<file path="src/rtl/core/lfu_cache_policy_defines.svh">
// lfu_cache_policy_defines.svh: assertion macros for the LFU store.
// Has no dependencies; included by files that carry assertions.
`ifndef LFU_CACHE_POLICY_DEFINES_SVH
`define LFU_CACHE_POLICY_DEFINES_SVH

// same-cycle implication, disabled while reset is asserted
`define LFU_ASSERT_HOLD(label, clk_s, rst_s, ante, cons) \
	label: assert property (@(posedge clk_s) disable iff (!(rst_s)) (ante) |-> (cons)) \
		else $error("lfu_cache_policy: assertion failed");

// next-cycle implication, disabled while reset is asserted
`define LFU_ASSERT_NEXT(label, clk_s, rst_s, ante, cons) \
	label: assert property (@(posedge clk_s) disable iff (!(rst_s)) (ante) |=> (cons)) \
		else $error("lfu_cache_policy: assertion failed");

`endif

</file>
<file path="src/rtl/core/lfu_pkg.sv">
// lfu_pkg: shared types and constants of the LFU cache policy block.
// No dependencies; used by lfu_scan and lfu_cache_policy.
package lfu_pkg;

	// operation codes of the kind field
	localparam logic KIND_GET = 1'b0;
	localparam logic KIND_PUT = 1'b1;

	// value returned by a lookup that misses
	localparam logic [31:0] MISS_VALUE = 32'hFFFF_FFFF;

	// configuration port
	localparam int          APB_ADDR_W   = 3;
	localparam logic [0:0]  REG_CAPACITY = 1'b0;
	localparam logic [4:0]  CAP_RESET    = 5'd16;

	// sequencer states
	typedef enum logic [3:0] {
		ST_IDLE   = 4'b0001,
		ST_SCAN   = 4'b0010,
		ST_DECIDE = 4'b0100,
		ST_RANK   = 4'b1000
	} lfu_state_t;

	// scan summary flags handed from the compare unit to the sequencer
	typedef struct packed {
		logic hit;    // key match found
		logic vic;    // a valid entry exists to evict
		logic free;   // an empty slot exists
	} scan_flags_t;

endpackage

</file>
<file path="src/rtl/core/lfu_ram.sv">
// lfu_ram: generic simple dual-port RAM, one write and one registered read.
// No dependencies; instanced for entry data and recency ranks.
module lfu_ram #(
	parameter int WIDTH = 32,
	parameter int DEPTH = 16
) (
	input  logic                                   clk,
	input  logic                                   we,
	input  logic [((DEPTH > 1) ? $clog2(DEPTH) : 1)-1:0] waddr,
	input  logic [WIDTH-1:0]                       wdata,
	input  logic [((DEPTH > 1) ? $clog2(DEPTH) : 1)-1:0] raddr,
	output logic [WIDTH-1:0]                       rdata
);

	logic [WIDTH-1:0] mem_q [DEPTH];

	// write port and registered read port
	always_ff @(posedge clk) begin
		if (we) begin
			mem_q[waddr] <= wdata;
		end
		rdata <= mem_q[raddr];
	end

endmodule

</file>
<file path="src/rtl/core/lfu_scan.sv">
// lfu_scan: shared compare unit; looks at one entry per cycle and keeps the
// key match, the eviction victim and the first empty slot. Uses lfu_pkg.
module lfu_scan #(
	parameter int ENTRIES    = 16,
	parameter int COUNT_BITS = 16
) (
	input  logic                                       clk,
	input  logic                                       arst_n,
	input  logic                                       clr,
	input  logic                                       en,
	input  logic [((ENTRIES > 1) ? $clog2(ENTRIES) : 1)-1:0] idx,
	input  logic                                       ent_valid,
	input  logic [31:0]                                req_key,
	input  logic [31:0]                                rd_key,
	input  logic [31:0]                                rd_value,
	input  logic [COUNT_BITS-1:0]                      rd_count,
	input  logic [((ENTRIES > 1) ? $clog2(ENTRIES) : 1)-1:0] rd_rank,
	output lfu_pkg::scan_flags_t                       flags,
	output logic [((ENTRIES > 1) ? $clog2(ENTRIES) : 1)-1:0] hit_idx,
	output logic [31:0]                                hit_value,
	output logic [COUNT_BITS-1:0]                      hit_count,
	output logic [((ENTRIES > 1) ? $clog2(ENTRIES) : 1)-1:0] hit_rank,
	output logic [((ENTRIES > 1) ? $clog2(ENTRIES) : 1)-1:0] vic_idx,
	output logic [31:0]                                vic_key,
	output logic [((ENTRIES > 1) ? $clog2(ENTRIES) : 1)-1:0] vic_rank,
	output logic [((ENTRIES > 1) ? $clog2(ENTRIES) : 1)-1:0] free_idx
);
	import lfu_pkg::*;

	scan_flags_t           flags_q;
	logic [COUNT_BITS-1:0] vic_count_q;
	logic                  key_eq;
	logic                  vic_better;

	// compare unit: key equality and victim order (lower count, then older)
	assign key_eq     = ent_valid && (rd_key == req_key);
	assign vic_better = ent_valid && (!flags_q.vic || (rd_count < vic_count_q) ||
		((rd_count == vic_count_q) && (rd_rank > vic_rank)));

	// summary flags
	always_ff @(posedge clk or negedge arst_n) begin
		if (!arst_n) begin
			flags_q <= '0;
		end else if (clr) begin
			flags_q <= '0;
		end else if (en) begin
			if (key_eq && !flags_q.hit) flags_q.hit <= 1'b1;
			if (vic_better) flags_q.vic <= 1'b1;
			if (!ent_valid && !flags_q.free) flags_q.free <= 1'b1;
		end
	end

	// captured entry fields
	always_ff @(posedge clk) begin
		if (en) begin
			if (key_eq && !flags_q.hit) begin
				hit_idx   <= idx;
				hit_value <= rd_value;
				hit_count <= rd_count;
				hit_rank  <= rd_rank;
			end
			if (vic_better) begin
				vic_idx     <= idx;
				vic_key     <= rd_key;
				vic_count_q <= rd_count;
				vic_rank    <= rd_rank;
			end
			if (!ent_valid && !flags_q.free) begin
				free_idx <= idx;
			end
		end
	end

	assign flags = flags_q;

endmodule

</file>
<file path="src/rtl/core/lfu_cache_policy.sv">
// lfu_cache_policy: LFU key-value store with LRU tie-break, top level.
// Depends on lfu_pkg, lfu_ram, lfu_scan and lfu_cache_policy_defines.svh.
//
//   channel   signals                                   handshake
//   config    psel penable pwrite paddr pwdata prdata   APB, pready tied high
//   request   kind key value                            start while !busy
//   result    hit read_value evicted evicted_key        done strobe, one cycle
//
// Each request makes one pass over the entry RAMs (one entry per cycle through
// the read port) to find match, victim and free slot, then a decision state;
// all but a lookup that misses or a store with no slot then make one pass
// over the rank RAM to age entries. done pulses in the cycle that busy
// falls. Reset clears valid bits and occupancy at once; no clearing pass.
// The result cannot be stalled; it stays on the ports until the decision
// cycle of the next request.
`include "lfu_cache_policy_defines.svh"

module lfu_cache_policy #(
	parameter int ENTRIES    = 16,
	parameter int COUNT_BITS = 16
) (
	input  logic                             clk,
	input  logic                             arst_n,
	// configuration
	input  logic                             psel,
	input  logic                             penable,
	input  logic                             pwrite,
	input  logic [lfu_pkg::APB_ADDR_W-1:0]   paddr,
	input  logic [31:0]                      pwdata,
	output logic [31:0]                      prdata,
	output logic                             pready,
	// request
	input  logic                             start,
	output logic                             busy,
	input  logic                             kind,
	input  logic [31:0]                      key,
	input  logic signed [31:0]               value,
	// result
	output logic                             done,
	output logic                             hit,
	output logic signed [31:0]               read_value,
	output logic                             evicted,
	output logic [31:0]                      evicted_key
);
	import lfu_pkg::*;

	localparam int IDX_W  = (ENTRIES > 1) ? $clog2(ENTRIES) : 1;
	localparam int CNT_W  = $clog2(ENTRIES + 1);
	localparam int OCC_W  = $clog2(ENTRIES + 1);
	localparam int LIM_W  = (OCC_W > 5) ? OCC_W : 5;
	localparam int DATA_W = 64 + COUNT_BITS;

	lfu_state_t       state_q;
	logic [CNT_W-1:0] cnt_q;
	logic             chk_s1;
	logic [IDX_W-1:0] idx_s1;
	logic [ENTRIES-1:0] valid_q;
	logic [OCC_W-1:0] occ_q;
	logic [4:0]       cap_q;
	logic             done_q;

	logic             kind_q;
	logic [31:0]      key_q;
	logic [31:0]      value_q;

	logic [IDX_W-1:0] dest_q;
	logic [IDX_W-1:0] ref_q;
	logic             age_all_q;

	logic             hit_q;
	logic [31:0]      rv_q;
	logic             ev_q;
	logic [31:0]      evk_q;

	// RAM signals
	logic [DATA_W-1:0] data_rd;
	logic [IDX_W-1:0]  rank_rd;
	logic              rank_we;
	logic [IDX_W-1:0]  rank_wdata;
	logic [IDX_W-1:0]  rd_addr;

	// scan unit signals
	scan_flags_t           sflags;
	logic [IDX_W-1:0]      hit_idx;
	logic [31:0]           hit_value;
	logic [COUNT_BITS-1:0] hit_count;
	logic [IDX_W-1:0]      hit_rank;
	logic [IDX_W-1:0]      vic_idx;
	logic [31:0]           vic_key;
	logic [IDX_W-1:0]      vic_rank;
	logic [IDX_W-1:0]      free_idx;

	// decision signals
	logic [LIM_W-1:0]      cap_ext;
	logic [LIM_W-1:0]      limit;
	logic                  need_evict;
	logic [COUNT_BITS-1:0] cnt_inc;
	logic                  d_go_rank;
	logic                  d_we;
	logic [IDX_W-1:0]      d_dest;
	logic [IDX_W-1:0]      d_ref;
	logic                  d_age_all;
	logic                  d_set;
	logic                  d_clr;
	logic                  d_occ_inc;
	logic                  d_hit;
	logic [31:0]           d_rv;
	logic                  d_ev;
	logic [31:0]           d_evk;
	logic [31:0]           d_wval;
	logic [COUNT_BITS-1:0] d_wcnt;

	logic accept;
	logic cfg_wr;
	logic sweep_end;

	assign accept    = start && (state_q == ST_IDLE);
	assign busy      = (state_q != ST_IDLE);
	assign cfg_wr    = psel && penable && pwrite && pready;
	assign pready    = 1'b1;
	assign sweep_end = (cnt_q == CNT_W'(ENTRIES));
	assign rd_addr   = cnt_q[IDX_W-1:0];

	// configuration register
	always_ff @(posedge clk or negedge arst_n) begin
		if (!arst_n) begin
			cap_q <= CAP_RESET;
		end else if (cfg_wr && (paddr[APB_ADDR_W-1:2] == REG_CAPACITY)) begin
			cap_q <= pwdata[4:0];
		end
	end

	assign prdata = (paddr[APB_ADDR_W-1:2] == REG_CAPACITY) ? {27'b0, cap_q} : 32'b0;

	// entry RAMs: {key, value, count} and recency rank
	lfu_ram #(.WIDTH(DATA_W), .DEPTH(ENTRIES)) u_data_ram (
		.clk   (clk),
		.we    (d_we),
		.waddr (d_dest),
		.wdata ({key_q, d_wval, d_wcnt}),
		.raddr (rd_addr),
		.rdata (data_rd)
	);

	lfu_ram #(.WIDTH(IDX_W), .DEPTH(ENTRIES)) u_rank_ram (
		.clk   (clk),
		.we    (rank_we),
		.waddr (idx_s1),
		.wdata (rank_wdata),
		.raddr (rd_addr),
		.rdata (rank_rd)
	);

	// compare unit over the first pass
	lfu_scan #(.ENTRIES(ENTRIES), .COUNT_BITS(COUNT_BITS)) u_scan (
		.clk       (clk),
		.arst_n    (arst_n),
		.clr       (accept),
		.en        ((state_q == ST_SCAN) && chk_s1),
		.idx       (idx_s1),
		.ent_valid (valid_q[idx_s1]),
		.req_key   (key_q),
		.rd_key    (data_rd[DATA_W-1 -: 32]),
		.rd_value  (data_rd[COUNT_BITS +: 32]),
		.rd_count  (data_rd[COUNT_BITS-1:0]),
		.rd_rank   (rank_rd),
		.flags     (sflags),
		.hit_idx   (hit_idx),
		.hit_value (hit_value),
		.hit_count (hit_count),
		.hit_rank  (hit_rank),
		.vic_idx   (vic_idx),
		.vic_key   (vic_key),
		.vic_rank  (vic_rank),
		.free_idx  (free_idx)
	);

	// effective capacity: zero acts as one, clipped to the entry count
	assign cap_ext    = LIM_W'(cap_q);
	assign limit      = (cap_q == 5'd0) ? LIM_W'(1) :
		((cap_ext > LIM_W'(ENTRIES)) ? LIM_W'(ENTRIES) : cap_ext);
	assign need_evict = (LIM_W'(occ_q) >= limit);
	assign cnt_inc    = (&hit_count) ? hit_count : hit_count + COUNT_BITS'(1);

	// decision after the scan
	always_comb begin
		d_go_rank = 1'b0;
		d_we      = 1'b0;
		d_dest    = hit_idx;
		d_ref     = hit_rank;
		d_age_all = 1'b0;
		d_set     = 1'b0;
		d_clr     = 1'b0;
		d_occ_inc = 1'b0;
		d_hit     = sflags.hit;
		d_rv      = 32'b0;
		d_ev      = 1'b0;
		d_evk     = 32'b0;
		d_wval    = value_q;
		d_wcnt    = cnt_inc;
		if (state_q == ST_DECIDE) begin
			if (sflags.hit) begin
				// touch the matching entry
				d_go_rank = 1'b1;
				d_we      = 1'b1;
				if (kind_q == KIND_GET) begin
					d_wval = hit_value;
					d_rv   = hit_value;
				end
			end else if (kind_q == KIND_GET) begin
				d_rv = MISS_VALUE;
			end else if (need_evict && sflags.vic) begin
				// evict and refill: entries younger than the victim age by one
				d_ev      = 1'b1;
				d_evk     = vic_key;
				d_ref     = vic_rank;
				d_dest    = (sflags.free && (free_idx < vic_idx)) ? free_idx : vic_idx;
				d_clr     = 1'b1;
				d_set     = 1'b1;
				d_we      = 1'b1;
				d_wcnt    = COUNT_BITS'(1);
				d_go_rank = 1'b1;
			end else if (sflags.free) begin
				// plain insert: every valid entry ages by one
				d_dest    = free_idx;
				d_age_all = 1'b1;
				d_set     = 1'b1;
				d_occ_inc = 1'b1;
				d_we      = 1'b1;
				d_wcnt    = COUNT_BITS'(1);
				d_go_rank = 1'b1;
			end
		end
	end

	// rank sweep: new or touched entry to zero, younger ones age by one
	always_comb begin
		rank_we    = 1'b0;
		rank_wdata = rank_rd + IDX_W'(1);
		if ((state_q == ST_RANK) && chk_s1) begin
			if (idx_s1 == dest_q) begin
				rank_we    = 1'b1;
				rank_wdata = '0;
			end else if (valid_q[idx_s1] && (age_all_q || (rank_rd < ref_q))) begin
				rank_we = 1'b1;
			end
		end
	end

	// sequencer
	always_ff @(posedge clk or negedge arst_n) begin
		if (!arst_n) begin
			state_q <= ST_IDLE;
			cnt_q   <= '0;
			chk_s1  <= 1'b0;
			done_q  <= 1'b0;
		end else begin
			done_q <= 1'b0;
			case (state_q)
				ST_IDLE: begin
					cnt_q  <= '0;
					chk_s1 <= 1'b0;
					if (accept) state_q <= ST_SCAN;
				end
				ST_SCAN, ST_RANK: begin
					chk_s1 <= !sweep_end;
					cnt_q  <= sweep_end ? '0 : cnt_q + CNT_W'(1);
					if (sweep_end) begin
						if (state_q == ST_SCAN) begin
							state_q <= ST_DECIDE;
						end else begin
							state_q <= ST_IDLE;
							done_q  <= 1'b1;
						end
					end
				end
				ST_DECIDE: begin
					cnt_q  <= '0;
					chk_s1 <= 1'b0;
					if (d_go_rank) begin
						state_q <= ST_RANK;
					end else begin
						state_q <= ST_IDLE;
						done_q  <= 1'b1;
					end
				end
				default: begin
					state_q <= ST_IDLE;
					cnt_q   <= '0;
					chk_s1  <= 1'b0;
				end
			endcase
		end
	end

	// index of the entry whose read data arrives next cycle
	always_ff @(posedge clk) begin
		idx_s1 <= rd_addr;
	end

	// valid bits and occupancy
	always_ff @(posedge clk or negedge arst_n) begin
		if (!arst_n) begin
			valid_q <= '0;
			occ_q   <= '0;
		end else if (state_q == ST_DECIDE) begin
			for (int i = 0; i < ENTRIES; i++) begin
				if (d_set && (d_dest == IDX_W'(i))) begin
					valid_q[i] <= 1'b1;
				end else if (d_clr && (vic_idx == IDX_W'(i))) begin
					valid_q[i] <= 1'b0;
				end
			end
			if (d_occ_inc) occ_q <= occ_q + OCC_W'(1);
		end
	end

	// request capture, sweep parameters and result beat
	always_ff @(posedge clk) begin
		if (accept) begin
			kind_q  <= kind;
			key_q   <= key;
			value_q <= $unsigned(value);
		end
		if (state_q == ST_DECIDE) begin
			dest_q    <= d_dest;
			ref_q     <= d_ref;
			age_all_q <= d_age_all;
			hit_q     <= d_hit;
			rv_q      <= d_rv;
			ev_q      <= d_ev;
			evk_q     <= d_evk;
		end
	end

	assign done        = done_q;
	assign hit         = hit_q;
	assign read_value  = $signed(rv_q);
	assign evicted     = ev_q;
	assign evicted_key = evk_q;

	// checks
	`LFU_ASSERT_HOLD(a_done_idle, clk, arst_n, done, state_q == ST_IDLE)
	`LFU_ASSERT_NEXT(a_start_scan, clk, arst_n, start && !busy, state_q == ST_SCAN)
	`LFU_ASSERT_HOLD(a_evict_put_miss, clk, arst_n, done && evicted, (kind_q == KIND_PUT) && !hit)
	`LFU_ASSERT_HOLD(a_occ_bound, clk, arst_n, 1'b1, occ_q <= OCC_W'(ENTRIES))

endmodule
</file>
<file path="config.mk">
export PLATFORM = sky130hd
export DESIGN_NAME = lfu_cache_policy
export DESIGN_NICKNAME = d
export VERILOG_FILES = /design/src/rtl/core/lfu_pkg.sv /design/src/rtl/core/lfu_ram.sv /design/src/rtl/core/lfu_scan.sv /design/src/rtl/core/lfu_cache_policy.sv
export VERILOG_INCLUDE_DIRS = /design/src /design/src/rtl/core
export SDC_FILE = /design/constraint.sdc
export NUM_CORES = 2
export LEC_CHECK = 0
export ABC_AREA = 0
export BUFFER_PORTS_ARGS = -buffer_cell sky130_fd_sc_hd__buf_4
export CAP_MARGIN = 20
export CORE_MARGIN = 2
export CORE_UTILIZATION = 58
export CTS_BUF_LIST = sky130_fd_sc_hd__clkbuf_4
export CTS_CLUSTER_DIAMETER = 200
export DETAILED_ROUTE_END_ITERATION = 10
export GPL_ROUTABILITY_DRIVEN = 0
export PLACE_DENSITY = 0.86
export SLEW_MARGIN = 20
export SYNTH_ARGS = -nofsm -noshare
export SYNTH_HDL_FRONTEND = slang
export SYNTH_HIERARCHICAL = 1
export SYNTH_SLANG_ARGS = --single-unit
</file>
<file path="constraint.sdc">
create_clock -name clk -period 9.1 [get_ports clk]
set_clock_uncertainty 0.2 [all_clocks]
set_input_delay 0.455 -clock clk [delete_from_list [all_inputs] [get_ports clk]]
set_output_delay 0.455 -clock clk [all_outputs]
set_load 0.005 [all_outputs]
</file>
After elaboration in Yosys (flattened, before gate mapping)
Memories as Yosys holds them, arrays and structs flattened. A register that Yosys moved wholly into a read port is not among the register bits.
Index checks and enable logic that the tools add are counted.
{"block": "totals", "regBits": 300, "mem_bits_rw": 1344, "in_bits": 106, "output_inout_bits": 101, "mem_count": 2}
{"memory": "u_data_ram.mem_q", "depth": 16, "width": 80, "read_ports": 1, "rd_clocked_by_memory_dff": 1, "write_ports": 1, "line_no": "lfu_ram.sv:15", "text": "logic [WIDTH-1:0] mem_q [DEPTH];"}
{"memory": "u_rank_ram.mem_q", "depth": 16, "width": 4, "read_ports": 1, "rd_clocked_by_memory_dff": 1, "write_ports": 1, "line_no": "lfu_ram.sv:15"}
{"block": "classes", "addsub": 4, "magnitude_cmp": 7, "n_eq_ne": 41, "n_mux": 99, "bitwise_logic": 3, "n_reduce_logical": 104}
{"op": "2-to-1 mux 32 bit", "count": 6}
{"op": "2-to-1 mux 16 bit", "count": 6}
{"op": "== test 4 bit (second input constant)", "count": 17}
{"op": "2-to-1 mux 1 bit", "count": 62}
{"op": "2-to-1 mux 4 bit", "count": 14}
{"op": "AND reduction 2 bit", "count": 24}
{"op": "logical AND 1 bit", "count": 46}
{"op": "nonzero test 2 bit", "count": 20}
{"op": "== test 4 x 3 -> 1 bit (second input constant)", "count": 9}
{"op": "== test 32 bit", "count": 1}
{"op": "2-to-1 mux 5 bit", "count": 5}
{"op": "== test 4 x 2 -> 1 bit (second input constant)", "count": 5}
{"op": "adder 16 x 1 -> 16 bit (second input constant)", "count": 1}
{"op": "== test 16 bit", "count": 1}
{"op": "less-than comparator 16 bit", "count": 1}
{"op": "AND reduction 16 bit", "count": 1}
{"op": "== test 4 x 1 -> 1 bit (second input constant)", "count": 3}
{"op": "case mux 4 bit (3 select lines)", "count": 1}
{"op": "adder 5 x 1 -> 5 bit (second input constant)", "count": 2}
{"op": "2-to-1 mux 3 bit", "count": 3}
{"op": "zero test 4 bit", "count": 2}
{"op": "less-than comparator 4 bit", "count": 2}
{"op": "== test 5 bit (second input constant)", "count": 1}
{"op": ">= comparator 5 bit", "count": 1}
{"op": "15 further kinds", "count": 24}

Logic depth before layout (Yosys ltp)
{"block": "logic_depth", "depth_word": 13, "ltp_mapped": 13, "ltp_nobuf": 12}

Modules after synthesis
The synthesis kept the hierarchy.
{"module": "lfu_ram at u_data_ram", "n_inst": 1, "cells_each": 2054, "area_per_inst_um2": 49422.4, "seq_area_each_um2": 40038.4}
{"module": "lfu_cache_policy", "n_inst": 1, "cells_each": 672, "area_per_inst_um2": 8264.2, "seq_area_each_um2": 5212.5}
{"module": "lfu_scan", "n_inst": 1, "cells_each": 243, "area_per_inst_um2": 4453.0, "seq_area_each_um2": 3558.4}
{"module": "lfu_ram at u_rank_ram", "n_inst": 1, "cells_each": 130, "area_per_inst_um2": 2666.3, "seq_area_each_um2": 2001.9}

Worst setup path after synthesis
Ideal clock, no wire load.
{"block": "synth_timing", "path_type": "reg-to-reg", "from": "reg state_q[0]", "to": "mem u_data_ram/mem_q[0][0] (netlist bit), enable pin", "arrival_time_ns": 8.128, "t_required_ns": 8.284, "slack_ns": 0.156, "stages_incl_launch_ff": 7, "period_less_slack_ns": 8.944, "cell_sequence": "dfstp_2 -> nand2b_1 -> or3_4 -> clkinv_1 -> o21a_1 -> or3b_2 -> nor3_1"}
{"block": "synth_between", "elab_chain_len": 4}
{"element": "start: declaration", "line_no": "lfu_cache_policy.sv:53", "text": "lfu_state_t state_q;"}
{"element": "start signal: assignment", "line_no": "lfu_cache_policy.sv:253", "text": "state_q <= ST_IDLE;"}
{"element": "start signal: assignment", "line_no": "lfu_cache_policy.sv:263", "text": "if (accept) state_q <= ST_SCAN;"}
{"element": "start signal: assignment", "line_no": "lfu_cache_policy.sv:270", "text": "state_q <= ST_DECIDE;"}
{"element": "== test 4 x 3 -> 1 bit", "line_no": "lfu_cache_policy.sv:201", "text": "if (state_q == ST_DECIDE) begin"}
{"element": "2-to-1 mux 1 bit"}
{"element": "named net d_go_rank", "line_no": "lfu_cache_policy.sv:98", "text": "logic d_go_rank;"}
{"element": "2-to-1 mux 1 bit", "line_no": "lfu_ram.sv:19", "text": "if (we) begin"}
{"element": "2-to-1 mux 1 bit (implied by the code)", "line_no": "lfu_ram.sv:20", "text": "mem_q[waddr] <= wdata;"}
{"element": "end: declaration", "line_no": "lfu_ram.sv:15"}
The timed path passes the listed nets, and every way through them passes these cells.

Worst setup path after layout
{"block": "layout_timing", "from": "reg kind_q", "to": "mem u_data_ram/mem_q[11][36] (netlist bit), enable pin"}
{"element": "start: declaration", "line_no": "lfu_cache_policy.sv:62", "text": "logic kind_q;"}
{"element": "start signal: assignment", "line_no": "lfu_cache_policy.sv:321", "text": "kind_q <= kind;"}
{"element": "2-to-1 mux 4 bit", "line_no": "lfu_cache_policy.sv:210", "text": "end else if (kind_q == KIND_GET) begin"}
{"element": "2-to-1 mux 4 bit", "line_no": "lfu_cache_policy.sv:202", "text": "if (sflags.hit) begin"}
{"element": "2-to-1 mux 4 bit", "line_no": "lfu_cache_policy.sv:201"}
{"element": "named net d_dest[0]", "line_no": "lfu_cache_policy.sv:100", "text": "logic [IDX_W-1:0] d_dest;"}
The timed path passes the listed nets, and every way through them passes these cells.

==> impl_metrics.csv <==
group,metric,value,unit
outcome,status,"finished, final reports clean",
drt,wl_per_cell,28.8,um
yosys,synth-main-ff-cell,"sky130_fd_sc_hd__edfxtp_1",
setup_path,worstPathArrival,7.05,ns
clock_tree,clock_tree_from_tritoncts,"yes",
yosys,synth_enable_flop_cells,1600,
global_routing,grt_use_met2,47.5,%
setup_path,kind_of_start_point_of_the_critical_path,"register",
global_routing,grt_first_pass_wirelength,236000,um
global_routing,met1_usage,34.5,%
placement,place_hpwl,77100,um
drt,drtIter0Drc,5563,
setup_path,setup.reg_to_reg.worst_slack,2.66,ns
clock_tree,h-tree-depth,5,
global_routing,grt-ovfl-total,0,
setup_path,setup.worst_path.class,"reg -> reg",
clock_tree,clock_network_latency_to_the_later_pin_of_the_worst_skew_pair,1.32,ns
power,highest_ir_drop_seen_on_vdd,0.189,mV
yosys,yosysWarningCount,6,
yosys,ys_async_sr_fraction,2.31,%
drt,vias_per_cell,6.34,
drt,routed_wl,161000,um
setup_path,worst_setup_path_end_kind,"register",
clock_tree,cts_buffers,418,
sta,finalCritPeriodShare,70.8,%
placement,placed_cell_area,67900,sq um
job,maxCapViolations,0,
floorplanning,boundaryPins,207,
finish,layout.area.seq,50800,sq um
finish,final_cell_area,74800,sq um
sta,slew_headroom,19.9,%
setup_path,critical_path.max_fanout,38,
sta,report.final.hold_viol_count,0,
finish,layout-drive-gt1-share,31.4,%
global_routing,globalRouteTotalUtil,28.0,%
yosys,mappedNetlistArea,64800,sq um
setup_path,worstPathRequired,9.71,ns
sta,slew_violations,0,
global_routing,grt_start_max_net_pins,161,
finish,multiInputGateArea,13100,sq um
floorplanning,rows,122,
sta,fin_crit,6.44,ns
global_routing,grtUsageMet3,5.68,%
sta,rsz0062_at_grt,"false",
placement,port-buffer-count,149,
finish,nets,3902,
sta,fin_tns_setup,0,ns
clock_tree,clock-root-buffer,"sky130_fd_sc_hd__clkbuf_4",
yosys,flop_and_latch_count_out_of_synthesis,1728,
floorplanning,chipWidth,338,um
worst_hold_path,min-delay-path-class,"reg -> reg",
global_routing,first_global_vias,37200,
floorplanning,coreArea,111000,sq um
drt,num_vias,35400,
clock_tree,ctsResizeCount,0,
finish,layout.filler_cells,6485,
finish,syn_to_final_growth,15.4,%
drt,drtPass1Iterations,6,
sta,final-setup-viol-count,0,
clock_tree,clockBufferDepth,4,
yosys,synth_cell_types,74,
floorplanning,initial_core_utilization,58.5,%
power,p_leak,24.8,nW
floorplanning,die_height,338,um
global_routing,globalRoute.busiestLayer,"met2",
floorplanning,die_area,114000,sq um
power,p_per_area,235,nW/um^2
sta,worstMarginPinSlew,1.20,ns
yosys,synthesis.area_per_instance,20.9,sq um
yosys,syn-instance-count,3099,
clock_tree,clkTransAtPathRegs,0.08,ns
global_routing,grt_antenna_before_repair,5,
drt,post_detailed_route_count_of_antenna_violating_nets,0,
yosys,synth-seq-area-share,78.4,%
drt,drc,0,
clock_tree,clock-sinks,1728,
sta,timing.fmax,155,MHz
## kinds of logic (layout without fill, tap and decap cells)
logic type,count (synthesis),after routing,share of synthesized area (%)
compound gates,326,326,3.49
xor+xnor,56,56,0.757
fa+ha+maj,36,36,0.695
buf+inv,234,1197,1.79
flops,1728,1728,78.4
mux,354,354,12.2
other cells,2,33,0.0116
simple gates,363,363,2.70
## cell usage in the layout, fill, tap and decap left out, types with 36 or more instances in the layout
| cell | synthesis | routed |
|---|---|---|
| sky130_fd_sc_hd__buf_4 | 32 | 221 |
| sky130_fd_sc_hd__edfxtp_1 | 1600 | 1600 |
| sky130_fd_sc_hd__nand2_1 | 150 | 150 |
| sky130_fd_sc_hd__a21oi_1 | 52 | 50 |
| sky130_fd_sc_hd__clkinv_1 | 1 | 94 |
| sky130_fd_sc_hd__o21ai_0 | 53 | 48 |
| sky130_fd_sc_hd__a22oi_1 | 164 | 164 |
| sky130_fd_sc_hd__inv_1 | 69 | 69 |
| sky130_fd_sc_hd__ha_1 | 36 | 36 |
| sky130_fd_sc_hd__nor2_1 | 63 | 44 |
| sky130_fd_sc_hd__dlygate4sd3_1 | 0 | 148 |
| sky130_fd_sc_hd__xnor2_1 | 38 | 38 |
| sky130_fd_sc_hd__mux4_2 | 327 | 327 |
| sky130_fd_sc_hd__dfxtp_1 | 88 | 88 |
| sky130_fd_sc_hd__clkbuf_4 | 0 | 629 |
## metal layers
metal  vias up  routed length, um
li1      14200                  -
met1     17700              53100
met5         -                  0
met3       524              17800
met4         0               7500
met2      2878              82300
## final timing paths
kind,start,endpoint,cells past startpoint
setup / recovery,kind_q$_DFFE_PP_,u_data_ram/mem_q[11][36]$_DFFE_PP_,10
hold reg to reg,u_data_ram/rdata[20]$_DFF_P_,u_scan/hit_value[4]$_DFFE_PP_,0
setup reg to reg,kind_q$_DFFE_PP_,u_data_ram/mem_q[11][36]$_DFFE_PP_,10
min in group asynchronous,arst_n,valid_q[0]$_DFFE_PN0P_,4
max in group asynchronous,arst_n,state_q[0]$_DFFE_PN1P_,4
hold / removal,u_data_ram/rdata[20]$_DFF_P_,u_scan/hit_value[4]$_DFFE_PP_,0
## cells in the mapped netlist, drive strengths merged, types with 38 or more instances
master	n	area [sq um]
a21oi	52	260
a22oi	164	1230
buf	100	657
clkbuf	63	236
dfrtp	38	951
dfxtp	88	1760
edfxtp	1600	48000
inv	70	265
mux4	341	7730
nand2	150	563
nor2	63	236
o21ai	55	279
xnor2	38	333
## through the flow
stage | hold WS [ns] | util [%] | setup slack (ns) | cells | power (mW)
after global placement | 0.187 | 61.2 | 3.40 | 4678 | 11.1
after floorplan | -0.0406 | - | 0.156 | 3125 | 10.7
after CTS | 0.0715 | 67.4 | 3.03 | 5575 | 17.6
after detailed placement | 0.189 | 61.2 | 3.21 | 4678 | 11.2
after global routing | 0.145 | 67.5 | 2.56 | 5581 | 18.2
final | 0.180 | 67.5 | 2.66 | 5581 | 17.6
## worst max-delay path: stages (launching register included)
cell	delay [ns]
sky130_fd_sc_hd__edfxtp_1	0.35
sky130_fd_sc_hd__buf_4	0.54
sky130_fd_sc_hd__nand2_1	0.27
sky130_fd_sc_hd__nor2_1	0.70
sky130_fd_sc_hd__o21a_1	0.93
sky130_fd_sc_hd__o22ai_1	0.30
sky130_fd_sc_hd__inv_1	0.40
sky130_fd_sc_hd__nand2_1	0.39
sky130_fd_sc_hd__nor2_4	0.44
sky130_fd_sc_hd__buf_4	0.62
sky130_fd_sc_hd__buf_4	0.74
## where the power goes
part / switching [mW] / total (mW) / internal [mW]
clock network: 3.14 / 6.41 / 3.27
logic: 0.920 / 1.81 / 0.893
registers: 0.278 / 9.34 / 9.07
total: 4.33 / 17.6 / 13.2
## sequential cells by signal, indices dropped and copies added, names as in the netlist, 5 cells and up
name                cells
occ_q                   5
value_q                32
u_data_ram/rdata       80
u_scan/vic_count_q     16
evicted_key            32
u_data_ram/mem_q     1280
read_value             32
cap_ext                 5
key_q                  32
u_rank_ram/mem_q       64
valid_q                16
u_scan/hit_count       16
cnt_q                   5
u_scan/vic_key         32
u_scan/hit_value       32
## timing repair
item | 4_1_cts | 5_1_grt
buffers inserted | 0 | 0
hold buffers | 149 | 0
endpoints found under the hold margin | 125 | 0
## layout make-up
cell class | count | share of cell area, %
multi-input combinational | 1163 | 17.6
antenna | 5 | 0.0167
inverter | 71 | 0.363
timing repair buffer | 378 | 4.45
tap | 1488 | 2.49
clock buffer | 629 | 6.32
clock inverter | 119 | 0.803
sequential | 1728 | 68.0
(Power assumes the default switching activity.)
